--- src/sv/pdscr_pkg.sv ---
// Shared types and constants for the PD source capability select and request unit.
package pdscr_pkg;

	localparam int CNT_W = 3;

	typedef enum logic [2:0] {
		KIND_FIXED    = 3'd0,
		KIND_BATTERY  = 3'd1,
		KIND_VARIABLE = 3'd2,
		KIND_PPS      = 3'd3,
		KIND_UNKNOWN  = 3'd4
	} pdo_kind_t;

	// PDO type field, bits 31:30
	localparam logic [1:0] PDO_TYPE_FIXED    = 2'd0;
	localparam logic [1:0] PDO_TYPE_BATTERY  = 2'd1;
	localparam logic [1:0] PDO_TYPE_VARIABLE = 2'd2;
	localparam logic [1:0] PDO_TYPE_AUGMENT  = 2'd3;

	// register indexes on the config port
	localparam logic REG_TARGET_MV = 1'b0;
	localparam logic REG_TARGET_MA = 1'b1;

	localparam logic [15:0] TARGET_MV_RST = 16'd5000;
	localparam logic [15:0] TARGET_MA_RST = 16'd0;

	// reciprocal multipliers for the request fields
	localparam logic [15:0] RECIP_DIV10 = 16'd52429;  // >> 19
	localparam logic [15:0] RECIP_DIV50 = 16'd41944;  // >> 21
	localparam logic [15:0] RECIP_DIV20 = 16'd52429;  // >> 20

	// one decoded word as it travels from front to back
	typedef struct packed {
		pdo_kind_t   kind;
		logic [15:0] min_mv;
		logic [15:0] max_mv;
		logic [13:0] max_ma;
		logic [2:0]  caps;     // {dual role, unconstrained, usb comm}
		logic        carries;
		logic        last;
	} pdo_entry_t;

	typedef struct packed {
		logic             found;
		logic [2:0]       position;
		logic             is_pps;
		logic [31:0]      request;
		logic [CNT_W-1:0] kept;
		logic [2:0]       caps;
	} sel_result_t;

endpackage

--- src/sv/pdscr_front.sv ---
// Front part: accepts raw PDO words, decodes them and queues the decoded entries.
module pdscr_front
	import pdscr_pkg::*;
(
	input  logic        clk,
	input  logic        arst_n,
	input  logic        in_valid,
	output logic        in_ready,
	input  logic [31:0] pdo_word,
	input  logic        carries_pdo,
	input  logic        last_item,
	output logic        q_valid,
	input  logic        q_pop,
	output pdo_entry_t  q_entry
);

	pdo_entry_t dec;
	pdo_entry_t fifo_q [2];
	logic       wr_ptr_q;
	logic       rd_ptr_q;
	logic [1:0] fill_q;
	logic       push;
	logic       pop;

	always_comb begin
		dec         = '0;
		dec.carries = carries_pdo;
		dec.last    = last_item;
		dec.caps    = {pdo_word[29], pdo_word[27], pdo_word[26]};
		unique case (pdo_word[31:30])
			PDO_TYPE_FIXED: begin
				dec.kind   = KIND_FIXED;
				dec.min_mv = {6'b0, pdo_word[19:10]} * 16'd50;
				dec.max_mv = {6'b0, pdo_word[19:10]} * 16'd50;
				dec.max_ma = {4'b0, pdo_word[9:0]} * 14'd10;
			end
			PDO_TYPE_BATTERY: begin
				dec.kind   = KIND_BATTERY;
				dec.max_mv = {6'b0, pdo_word[29:20]} * 16'd50;
				dec.min_mv = {6'b0, pdo_word[19:10]} * 16'd50;
			end
			PDO_TYPE_VARIABLE: begin
				dec.kind   = KIND_VARIABLE;
				dec.max_mv = {6'b0, pdo_word[29:20]} * 16'd50;
				dec.min_mv = {6'b0, pdo_word[19:10]} * 16'd50;
				dec.max_ma = {4'b0, pdo_word[9:0]} * 14'd10;
			end
			PDO_TYPE_AUGMENT: begin
				if (pdo_word[29:28] != 2'b00) begin
					dec.kind = KIND_UNKNOWN;
				end else begin
					dec.kind   = KIND_PPS;
					dec.max_mv = {8'b0, pdo_word[24:17]} * 16'd100;
					dec.min_mv = {8'b0, pdo_word[15:8]} * 16'd100;
					dec.max_ma = {7'b0, pdo_word[6:0]} * 14'd50;
				end
			end
			default: dec.kind = KIND_UNKNOWN;
		endcase
	end

	assign in_ready = (fill_q != 2'd2);
	assign push     = in_valid && in_ready;
	assign q_valid  = (fill_q != 2'd0);
	assign pop      = q_pop && q_valid;
	assign q_entry  = fifo_q[rd_ptr_q];

	always_ff @(posedge clk or negedge arst_n) begin
		if (!arst_n) begin
			wr_ptr_q <= 1'b0;
			rd_ptr_q <= 1'b0;
			fill_q   <= 2'd0;
		end else begin
			if (push) wr_ptr_q <= ~wr_ptr_q;
			if (pop) rd_ptr_q <= ~rd_ptr_q;
			unique case ({push, pop})
				2'b10:   fill_q <= fill_q + 2'd1;
				2'b01:   fill_q <= fill_q - 2'd1;
				default: fill_q <= fill_q;
			endcase
		end
	end

	always_ff @(posedge clk) begin
		if (push) fifo_q[wr_ptr_q] <= dec;
	end

endmodule

--- src/sv/pdscr_back.sv ---
// Back part: stores decoded profiles, scans them on the closing word and builds the request.
module pdscr_back
	import pdscr_pkg::*;
#(
	parameter int PROFILE_SLOTS = 7
) (
	input  logic        clk,
	input  logic        arst_n,
	input  logic        q_valid,
	output logic        q_pop,
	input  pdo_entry_t  q_entry,
	input  logic [15:0] target_mv,
	input  logic [15:0] target_ma,
	output logic        res_valid,
	input  logic        res_ready,
	output sel_result_t res
);

	localparam int IDX_W = (PROFILE_SLOTS > 1) ? $clog2(PROFILE_SLOTS) : 1;
	localparam logic [CNT_W-1:0] SLOT_CNT = CNT_W'(PROFILE_SLOTS);

	typedef enum logic [3:0] {
		ST_IDLE = 4'b0001,
		ST_SCAN = 4'b0010,
		ST_SEL  = 4'b0100,
		ST_EMIT = 4'b1000
	} back_state_t;

	back_state_t state_q;

	pdo_kind_t   kind_q   [PROFILE_SLOTS];
	logic [15:0] min_mv_q [PROFILE_SLOTS];
	logic [15:0] max_mv_q [PROFILE_SLOTS];
	logic [13:0] max_ma_q [PROFILE_SLOTS];

	logic [CNT_W-1:0] count_q;
	logic [2:0]       caps_q;
	logic [IDX_W-1:0] idx_q;

	logic        fix_found_q;
	logic [2:0]  fix_pos_q;
	logic [13:0] fix_ma_q;
	logic        pps_found_q;
	logic [2:0]  pps_pos_q;
	logic [13:0] pps_ma_q;

	logic        sel_found_q;
	logic        sel_pps_q;
	logic [2:0]  sel_pos_q;
	logic [13:0] sel_ma_q;

	logic        out_valid_q;
	sel_result_t out_q;

	logic             pop;
	logic             store;
	logic [CNT_W-1:0] count_n;
	pdo_kind_t        rd_kind;
	logic [15:0]      rd_min;
	logic [15:0]      rd_max;
	logic [13:0]      rd_ma;
	logic             ma_ok;
	logic             fixed_hit;
	logic             pps_hit;
	logic             scan_end;
	logic [13:0]      pick_ma;
	logic [29:0]      ma_x10;
	logic [29:0]      ma_x50;
	logic [31:0]      mv_x20;
	logic [31:0]      req;
	logic             out_free;

	assign pop     = (state_q == ST_IDLE) && q_valid;
	assign q_pop   = pop;
	assign store   = pop && q_entry.carries && (count_q < SLOT_CNT);
	assign count_n = store ? count_q + 3'd1 : count_q;

	assign rd_kind = kind_q[idx_q];
	assign rd_min  = min_mv_q[idx_q];
	assign rd_max  = max_mv_q[idx_q];
	assign rd_ma   = max_ma_q[idx_q];

	assign ma_ok     = (target_ma == 16'd0) || ({2'b0, rd_ma} >= target_ma);
	assign fixed_hit = (rd_kind == KIND_FIXED) && (rd_max == target_mv) && ma_ok;
	assign pps_hit   = (rd_kind == KIND_PPS) && (rd_min <= target_mv) &&
	                   (target_mv <= rd_max) && ma_ok &&
	                   (!pps_found_q || (pps_ma_q < rd_ma));
	assign scan_end  = (CNT_W'(idx_q) == count_q - 3'd1);

	assign pick_ma = fix_found_q ? fix_ma_q : pps_ma_q;

	// reciprocal divides: ma/10, ma/50, target_mv/20
	assign ma_x10 = {2'b0, sel_ma_q} * {14'b0, RECIP_DIV10};
	assign ma_x50 = {2'b0, sel_ma_q} * {14'b0, RECIP_DIV50};
	assign mv_x20 = {16'b0, target_mv} * {16'b0, RECIP_DIV20};

	always_comb begin
		req = '0;
		if (sel_found_q) begin
			if (sel_pps_q) begin
				req = {1'b0, sel_pos_q, 7'b0, mv_x20[31:20], 2'b0, ma_x50[27:21]};
			end else begin
				req = {1'b0, sel_pos_q, 8'b0, ma_x10[28:19], ma_x10[28:19]};
			end
		end
	end

	assign out_free = !out_valid_q || res_ready;

	always_ff @(posedge clk) begin
		if (store) begin
			kind_q[count_q[IDX_W-1:0]]   <= q_entry.kind;
			min_mv_q[count_q[IDX_W-1:0]] <= q_entry.min_mv;
			max_mv_q[count_q[IDX_W-1:0]] <= q_entry.max_mv;
			max_ma_q[count_q[IDX_W-1:0]] <= q_entry.max_ma;
		end
		if (state_q == ST_SCAN) begin
			if (!fix_found_q && fixed_hit) begin
				fix_pos_q <= 3'(idx_q);
				fix_ma_q  <= rd_ma;
			end
			if (pps_hit) begin
				pps_pos_q <= 3'(idx_q);
				pps_ma_q  <= rd_ma;
			end
		end
		if (state_q == ST_SEL) begin
			sel_found_q <= fix_found_q || pps_found_q;
			sel_pps_q   <= !fix_found_q && pps_found_q;
			sel_pos_q   <= (fix_found_q ? fix_pos_q : pps_pos_q) + 3'd1;
			sel_ma_q    <= ((target_ma == 16'd0) || (target_ma > {2'b0, pick_ma})) ?
			               pick_ma : target_ma[13:0];
		end
		if ((state_q == ST_EMIT) && out_free) begin
			out_q.found    <= sel_found_q;
			out_q.position <= sel_found_q ? sel_pos_q : 3'd0;
			out_q.is_pps   <= sel_pps_q;
			out_q.request  <= req;
			out_q.kept     <= count_q;
			out_q.caps     <= caps_q;
		end
	end

	always_ff @(posedge clk or negedge arst_n) begin
		if (!arst_n) begin
			state_q     <= ST_IDLE;
			count_q     <= '0;
			caps_q      <= '0;
			idx_q       <= '0;
			fix_found_q <= 1'b0;
			pps_found_q <= 1'b0;
			out_valid_q <= 1'b0;
		end else begin
			out_valid_q <= ((state_q == ST_EMIT) && out_free) || (out_valid_q && !res_ready);
			unique case (state_q)
				ST_IDLE: begin
					if (pop) begin
						count_q <= count_n;
						if (store && (count_q == '0) && (q_entry.kind == KIND_FIXED))
							caps_q <= q_entry.caps;
						if (q_entry.last) begin
							fix_found_q <= 1'b0;
							pps_found_q <= 1'b0;
							idx_q       <= '0;
							state_q     <= (count_n == '0) ? ST_SEL : ST_SCAN;
						end
					end
				end
				ST_SCAN: begin
					if (fixed_hit) fix_found_q <= 1'b1;
					if (pps_hit) pps_found_q <= 1'b1;
					idx_q <= idx_q + 1'b1;
					if (scan_end) state_q <= ST_SEL;
				end
				ST_SEL: begin
					state_q <= ST_EMIT;
				end
				ST_EMIT: begin
					if (out_free) begin
						count_q     <= '0;
						caps_q      <= '0;
						state_q     <= ST_IDLE;
					end
				end
				default: state_q <= ST_IDLE;
			endcase
		end
	end

	assign res_valid = out_valid_q;
	assign res       = out_q;

endmodule

--- src/sv/pd_source_caps_select_request_unit.sv ---
// Top level: config registers, PDO intake front, selection back and stream ports.
//
// Input stream (s_*): one PDO word per beat. s_tuser = 1 when s_tdata holds a PDO,
// s_tlast = 1 on the beat that closes the capabilities list. Only the closing beat
// produces a result word on the output stream (m_*).
// Config: target_mv at address 0 (reset 5000), target_ma at address 4 (reset 0,
// meaning take the profile maximum). Write them only while no list is in flight.
// A two-entry queue sits between intake and selection, so words keep flowing in
// while the back part is busy scanning or holding a result.
// Rate: non-closing words pass at one per cycle while the back part is idle.
// A closing word goes through the back part in order: pop, one scan step per stored
// profile, select and build; the result then shows on m_tvalid. The profile scan
// covers at most PROFILE_SLOTS entries.
// A result waits in the output register while m_tready is low; the back part then
// holds its next result in the build step and the queue fills; then s_tready drops.
// Reset clears the queue, the stored list count, the capability bits and the output
// valid; stored profiles are overwritten as a new list arrives.
module pd_source_caps_select_request_unit
	import pdscr_pkg::*;
#(
	parameter int PROFILE_SLOTS = 7
) (
	input  logic        clk,
	input  logic        arst_n,
	input  logic        s_tvalid,
	output logic        s_tready,
	input  logic [31:0] s_tdata,   // pdo_word
	input  logic        s_tuser,   // carries_pdo
	input  logic        s_tlast,   // last_item
	output logic        m_tvalid,
	input  logic        m_tready,
	// found[0], chosen_position[3:1], request_word[35:4], profiles_kept[38:36],
	// comm_capable[39], unconstrained[40], dual_role[41], zero[47:42]
	output logic [47:0] m_tdata,
	output logic        m_tuser,   // chosen_is_pps
	input  logic        psel,
	input  logic        penable,
	input  logic        pwrite,
	input  logic [2:0]  paddr,
	input  logic [31:0] pwdata,
	output logic [31:0] prdata,
	output logic        pready
);

	logic [15:0] target_mv_q;
	logic [15:0] target_ma_q;
	logic        cfg_wr;
	logic        q_valid;
	logic        q_pop;
	pdo_entry_t  q_entry;
	sel_result_t res;

	assign pready = 1'b1;
	assign cfg_wr = psel && penable && pwrite && pready;

	always_ff @(posedge clk or negedge arst_n) begin
		if (!arst_n) begin
			target_mv_q <= TARGET_MV_RST;
			target_ma_q <= TARGET_MA_RST;
		end else if (cfg_wr) begin
			unique case (paddr[2])
				REG_TARGET_MV: target_mv_q <= pwdata[15:0];
				REG_TARGET_MA: target_ma_q <= pwdata[15:0];
				default: ;
			endcase
		end
	end

	always_comb begin
		unique case (paddr[2])
			REG_TARGET_MV: prdata = {16'b0, target_mv_q};
			REG_TARGET_MA: prdata = {16'b0, target_ma_q};
			default:       prdata = '0;
		endcase
	end

	pdscr_front u_front (
		.clk         (clk),
		.arst_n      (arst_n),
		.in_valid    (s_tvalid),
		.in_ready    (s_tready),
		.pdo_word    (s_tdata),
		.carries_pdo (s_tuser),
		.last_item   (s_tlast),
		.q_valid     (q_valid),
		.q_pop       (q_pop),
		.q_entry     (q_entry)
	);

	pdscr_back #(
		.PROFILE_SLOTS (PROFILE_SLOTS)
	) u_back (
		.clk       (clk),
		.arst_n    (arst_n),
		.q_valid   (q_valid),
		.q_pop     (q_pop),
		.q_entry   (q_entry),
		.target_mv (target_mv_q),
		.target_ma (target_ma_q),
		.res_valid (m_tvalid),
		.res_ready (m_tready),
		.res       (res)
	);

	assign m_tdata = {6'b0, res.caps, res.kept, res.request, res.position, res.found};
	assign m_tuser = res.is_pps;

endmodule
--- config.mk ---
export PLATFORM = sky130hd
export DESIGN_NAME = pd_source_caps_select_request_unit
export DESIGN_NICKNAME = d
export VERILOG_FILES = /design/src/sv/pdscr_pkg.sv /design/src/sv/pdscr_front.sv /design/src/sv/pdscr_back.sv /design/src/sv/pd_source_caps_select_request_unit.sv
export SDC_FILE = /design/constraint.sdc
export NUM_CORES = 2
export LEC_CHECK = 0
export ABC_AREA = 0
export BUFFER_PORTS_ARGS = -buffer_cell sky130_fd_sc_hd__buf_2
export CAP_MARGIN = 20
export CORE_MARGIN = 5
export CORE_UTILIZATION = 45
export DETAILED_ROUTE_END_ITERATION = 8
export PLACE_DENSITY_LB_ADDON = 0.12
export SLEW_MARGIN = 25
export SYNTH_ARGS = -nofsm -noshare
export SYNTH_HDL_FRONTEND = slang
export SYNTH_SLANG_ARGS = --single-unit
--- constraint.sdc ---
create_clock -name clk -period 18.2 [get_ports clk]
set_input_delay 2.73 -clock clk [delete_from_list [all_inputs] [get_ports clk]]
set_output_delay 2.73 -clock clk [all_outputs]
set_load 0.02 [all_outputs]
==> flow_summary.rst <==
.. list-table::
   :header-rows: 1

   * - Metric
     - Value
   * - Total Die Area
     - 0.0914 mm^2
   * - Final hold slack
     - 0.462 ns
   * - Count of antenna-violating nets left after detailed routing
     - 0
   * - Critical path start-end classification
     - reg2reg
   * - Routed Wire Length
     - 88.3 mm
   * - Final worst clock skew
     - 0.0430 ns
   * - Most frequent standard cell in the layout excluding fill and tap cells
     - inv_1
   * - Setup violators final
     - 0
   * - Count of max-cap constraint violations
     - 0
   * - Post-route clock period utilization
     - 38.4%
   * - Number of buffers added on ports
     - 110
   * - Setup WS post-layout
     - 11.20 ns
   * - Number of filler instances in the final layout
     - 7407
   * - Synth Cell Area
     - 0.0385 mm^2
   * - Slew at the pin with the worst max-slew slack
     - 0.985 ns
   * - Via count of the first global-routing pass
     - 24.0k
   * - First-pass GRT wire length
     - 138 mm
   * - Total number of clock tree sinks
     - 559
   * - Vertical die dimension
     - 302 um
   * - Post-CTS setup buffers
     - 0
   * - Clock slew seen by the registers of the worst setup and hold paths
     - 0.06 ns
   * - Final number of hold-violating endpoints
     - 0
   * - Max-Slew Margin vs Limit
     - 32.7%
   * - Placeable core region
     - 0.0850 mm^2
   * - Cell count after synthesis
     - 3061
   * - Count of state elements after synthesis
     - 559
   * - Async set or reset register ratio after synthesis
     - 9.30%
   * - Data arrival time of the worst path
     - 7.34 ns
   * - Number of cells upsized or downsized after cts
     - 0
   * - Crit. End Element
     - flip-flop
   * - Master cell of the clock root buffer
     - clkbuf_16
   * - I/O pins
     - 160
   * - Achievable Freq
     - 0.143 GHz
   * - Commonest cells after routing, fill and taps aside
     - inv_1 (558), ha_1 (538), edfxtp_1 (507), fa_1 (214), nand2_1 (147)
   * - Aggregate global routing overflow
     - 0
   * - Post-route setup TNS
     - 0 ns
   * - Fraction of final layout cells with drive strength greater than 1
     - 12.8%
   * - Met2 Track Usage GR
     - 33.5%
   * - Global routing usage summed across all routing layers
     - 19.4%
   * - Drt via density
     - 5.21
   * - Number of antenna violations at the first check in global routing
     - 2
   * - Run status
     - finished clean
   * - Required time at the worst-slack endpoint
     - 18.54 ns
   * - Pin count of the biggest net entering global routing
     - 56
   * - Clock period minus worst slack
     - 7.00 ns
   * - Number of enable flip-flop cells after synthesis
     - 507
   * - Number of nets in the layout
     - 4014
   * - Synth Flop Type
     - edfxtp_1
   * - Vias after detailed routing
     - 22.8k
   * - Startpoint Class
     - flip-flop
   * - Remaining DRCs
     - 0
   * - Routed wire length per instance
     - 20.2 um
   * - Insertion delay to the later sink of the worst-skew pair
     - 0.62 ns
   * - Number of distinct library cells after synthesis
     - 81
   * - Met1 GRT Util
     - 26.4%
   * - Largest buffer count on any clock path
     - 3
   * - Die X
     - 302 um
   * - RSZ-0062 raised after global routing
     - false
   * - Routability cong.
     - 0.886
   * - Final number of max-transition violations
     - 0
   * - Number of iterations in the first detailed-routing pass
     - 6
   * - Number of buffers created by CTS
     - 56
   * - Met3 track demand over resource in global routing
     - 2.29%
   * - Starting density of the core
     - 45.2%
   * - Placement Rows
     - 107
   * - H-tree levels
     - 2
   * - Hold-fix buffers, CTS
     - 0
   * - CTS tree
     - done
   * - Sum of net half-perimeters after detailed placement
     - 66.9 mm
   * - Mean instance size in the synthesized netlist
     - 12.6 um^2
   * - Most used routing layer
     - met2
   * - Area growth from synthesis to final layout
     - 9.92%
   * - Sequential fraction of the synthesis area
     - 43.0%
   * - Path type of the worst min-delay path
     - reg2reg
   * - Critical-path maximum fanout
     - 9
   * - Yosys warnings
     - 0
   * - Initial DRC Count
     - 1274
   * - Pre-CTS setup slack
     - 11.22 ns
metrics by stage:
stage	cell area [um^2]	util [%]	std cells
CTS	42300	49.7	4377
finish	42300	49.7	4379
global route	42300	49.7	4377
floorplan	38600	-	3090
detailed placement	40300	47.4	4272
global placement	40300	47.4	4272
synthesized netlist by cell type, drive strengths merged, types with 6 or more instances:
master / n / share of area [%]
nand2: 148 / 1.5
and3: 6 / 0.098
mux2: 101 / 3.0
xnor2: 66 / 1.5
nand2b: 13 / 0.21
o211ai: 9 / 0.18
o21a: 11 / 0.21
buf: 53 / 0.91
a22o: 8 / 0.18
nor2: 63 / 0.61
edfxtp: 507 / 40
mux4: 46 / 2.7
mux2i: 106 / 2.8
clkbuf: 42 / 0.41
a211oi: 16 / 0.33
a21oi: 87 / 1.2
and2: 11 / 0.18
nor2b: 15 / 0.24
o21ai: 124 / 1.6
a21boi: 12 / 0.23
dfrtp: 46 / 3.0
nand3: 15 / 0.20
dfstp: 6 / 0.41
nor3: 22 / 0.34
a31oi: 8 / 0.13
nand4: 18 / 0.29
o21bai: 15 / 0.29
xor2: 32 / 0.73
ha: 538 / 17
o22ai: 12 / 0.20
fa: 214 / 11
a21o: 55 / 1.1
o31ai: 8 / 0.16
inv: 558 / 5.4
nor4: 9 / 0.15
cell type report:
class	instances	area [um^2]	share of cell area, %
Antenna cell	2	5.00	0.0118
Timing Repair Buffer	133	723	1.71
Clock buffer	65	1470	3.47
Inverter	559	2100	4.96
Tap cell	1144	1430	3.39
Sequential cell	559	16500	39.1
Clock inverter	40	510	1.21
Multi-Input combinational cell	1877	19500	46.1
worst max-delay path: stages, from the launching register on:
cell and delay, ns:
edfxtp_1 0.61, inv_1 0.16, ha_1 0.31, inv_1 0.10
fa_1 0.59, inv_1 0.09, fa_1 0.49, fa_1 0.55
inv_1 0.05, fa_1 0.49, inv_1 0.05, fa_1 0.49
inv_1 0.04, ha_1 0.33, nand4_1 0.15, a2111oi_0 0.89
o31ai_1 0.26, a21oi_2 0.34, a22o_1 0.21, nor2_1 0.06
xnor2_1 0.34, o22ai_1 0.12
logic make-up after synthesis:
logic type / share of synthesized area, %
buffers and inverters: 6.78
and+or+nand+nor: 4.28
xor gates and xnor gates: 2.23
DFF: 43.0
other: 0.0195
adders and majority gates: 28.6
AOI/OAI and AO/OA: 6.67
muxes: 8.41
registers in the layout, indices dropped and copies added (netlist names), 2 cells and up:
| name | cells |
|---|---|
| target_ma_q | 16 |
| target_mv_q | 16 |
| u_back.caps_q | 3 |
| u_back.count_q | 3 |
| u_back.fix_ma_q | 13 |
| u_back.fix_pos_q | 3 |
| u_back.idx_q | 3 |
| u_back.kind_q | 21 |
| u_back.max_ma_q | 91 |
| u_back.max_mv_q | 105 |
| u_back.min_mv_q | 105 |
| u_back.pps_ma_q | 13 |
| u_back.pps_pos_q | 3 |
| u_back.res | 32 |
| u_back.sel_ma_q | 14 |
| u_back.sel_pos_q | 3 |
| u_back.state_q | 4 |
| u_front.fifo_q | 102 |
| u_front.fill_q | 2 |
final timing paths:
| check | start | endpoint | slack [ns] | cells after the start |
|---|---|---|---|---|
| max | u_back.sel_ma_q[12]$_DFFE_PP_ | u_back.res[15]$_SDFFCE_PN0P_ | 11.20 | 21 |
| min | u_back.caps_q[1]$_DFFE_PN0P_ | u_back.res[1]$_DFFE_PP_ | 0.46 | 0 |
| max reg2reg | u_back.sel_ma_q[12]$_DFFE_PP_ | u_back.res[15]$_SDFFCE_PN0P_ | 11.20 | 21 |
| min reg2reg | u_back.caps_q[1]$_DFFE_PN0P_ | u_back.res[1]$_DFFE_PP_ | 0.46 | 0 |
| max in group asynchronous | arst_n | u_back.idx_q[2]$_DFFE_PN0P_ | 15.31 | 2 |
| min in group asynchronous | arst_n | target_mv_q[4]$_DFFE_PN0P_ | 2.28 | 2 |
per-layer routing:
| metal | wire length, um | part of all wire, % |
|---|---|---|
| met1 | 39700 | 45 |
| met2 | 43000 | 49 |
| met3 | 3320 | 3.8 |
| met4 | 2340 | 2.6 |
| met5 | 7 | 0.0079 |
Power is left out: the tool's default activity adds up to more than one toggle a clock period on the data nets, which glitch-free logic cannot reach.
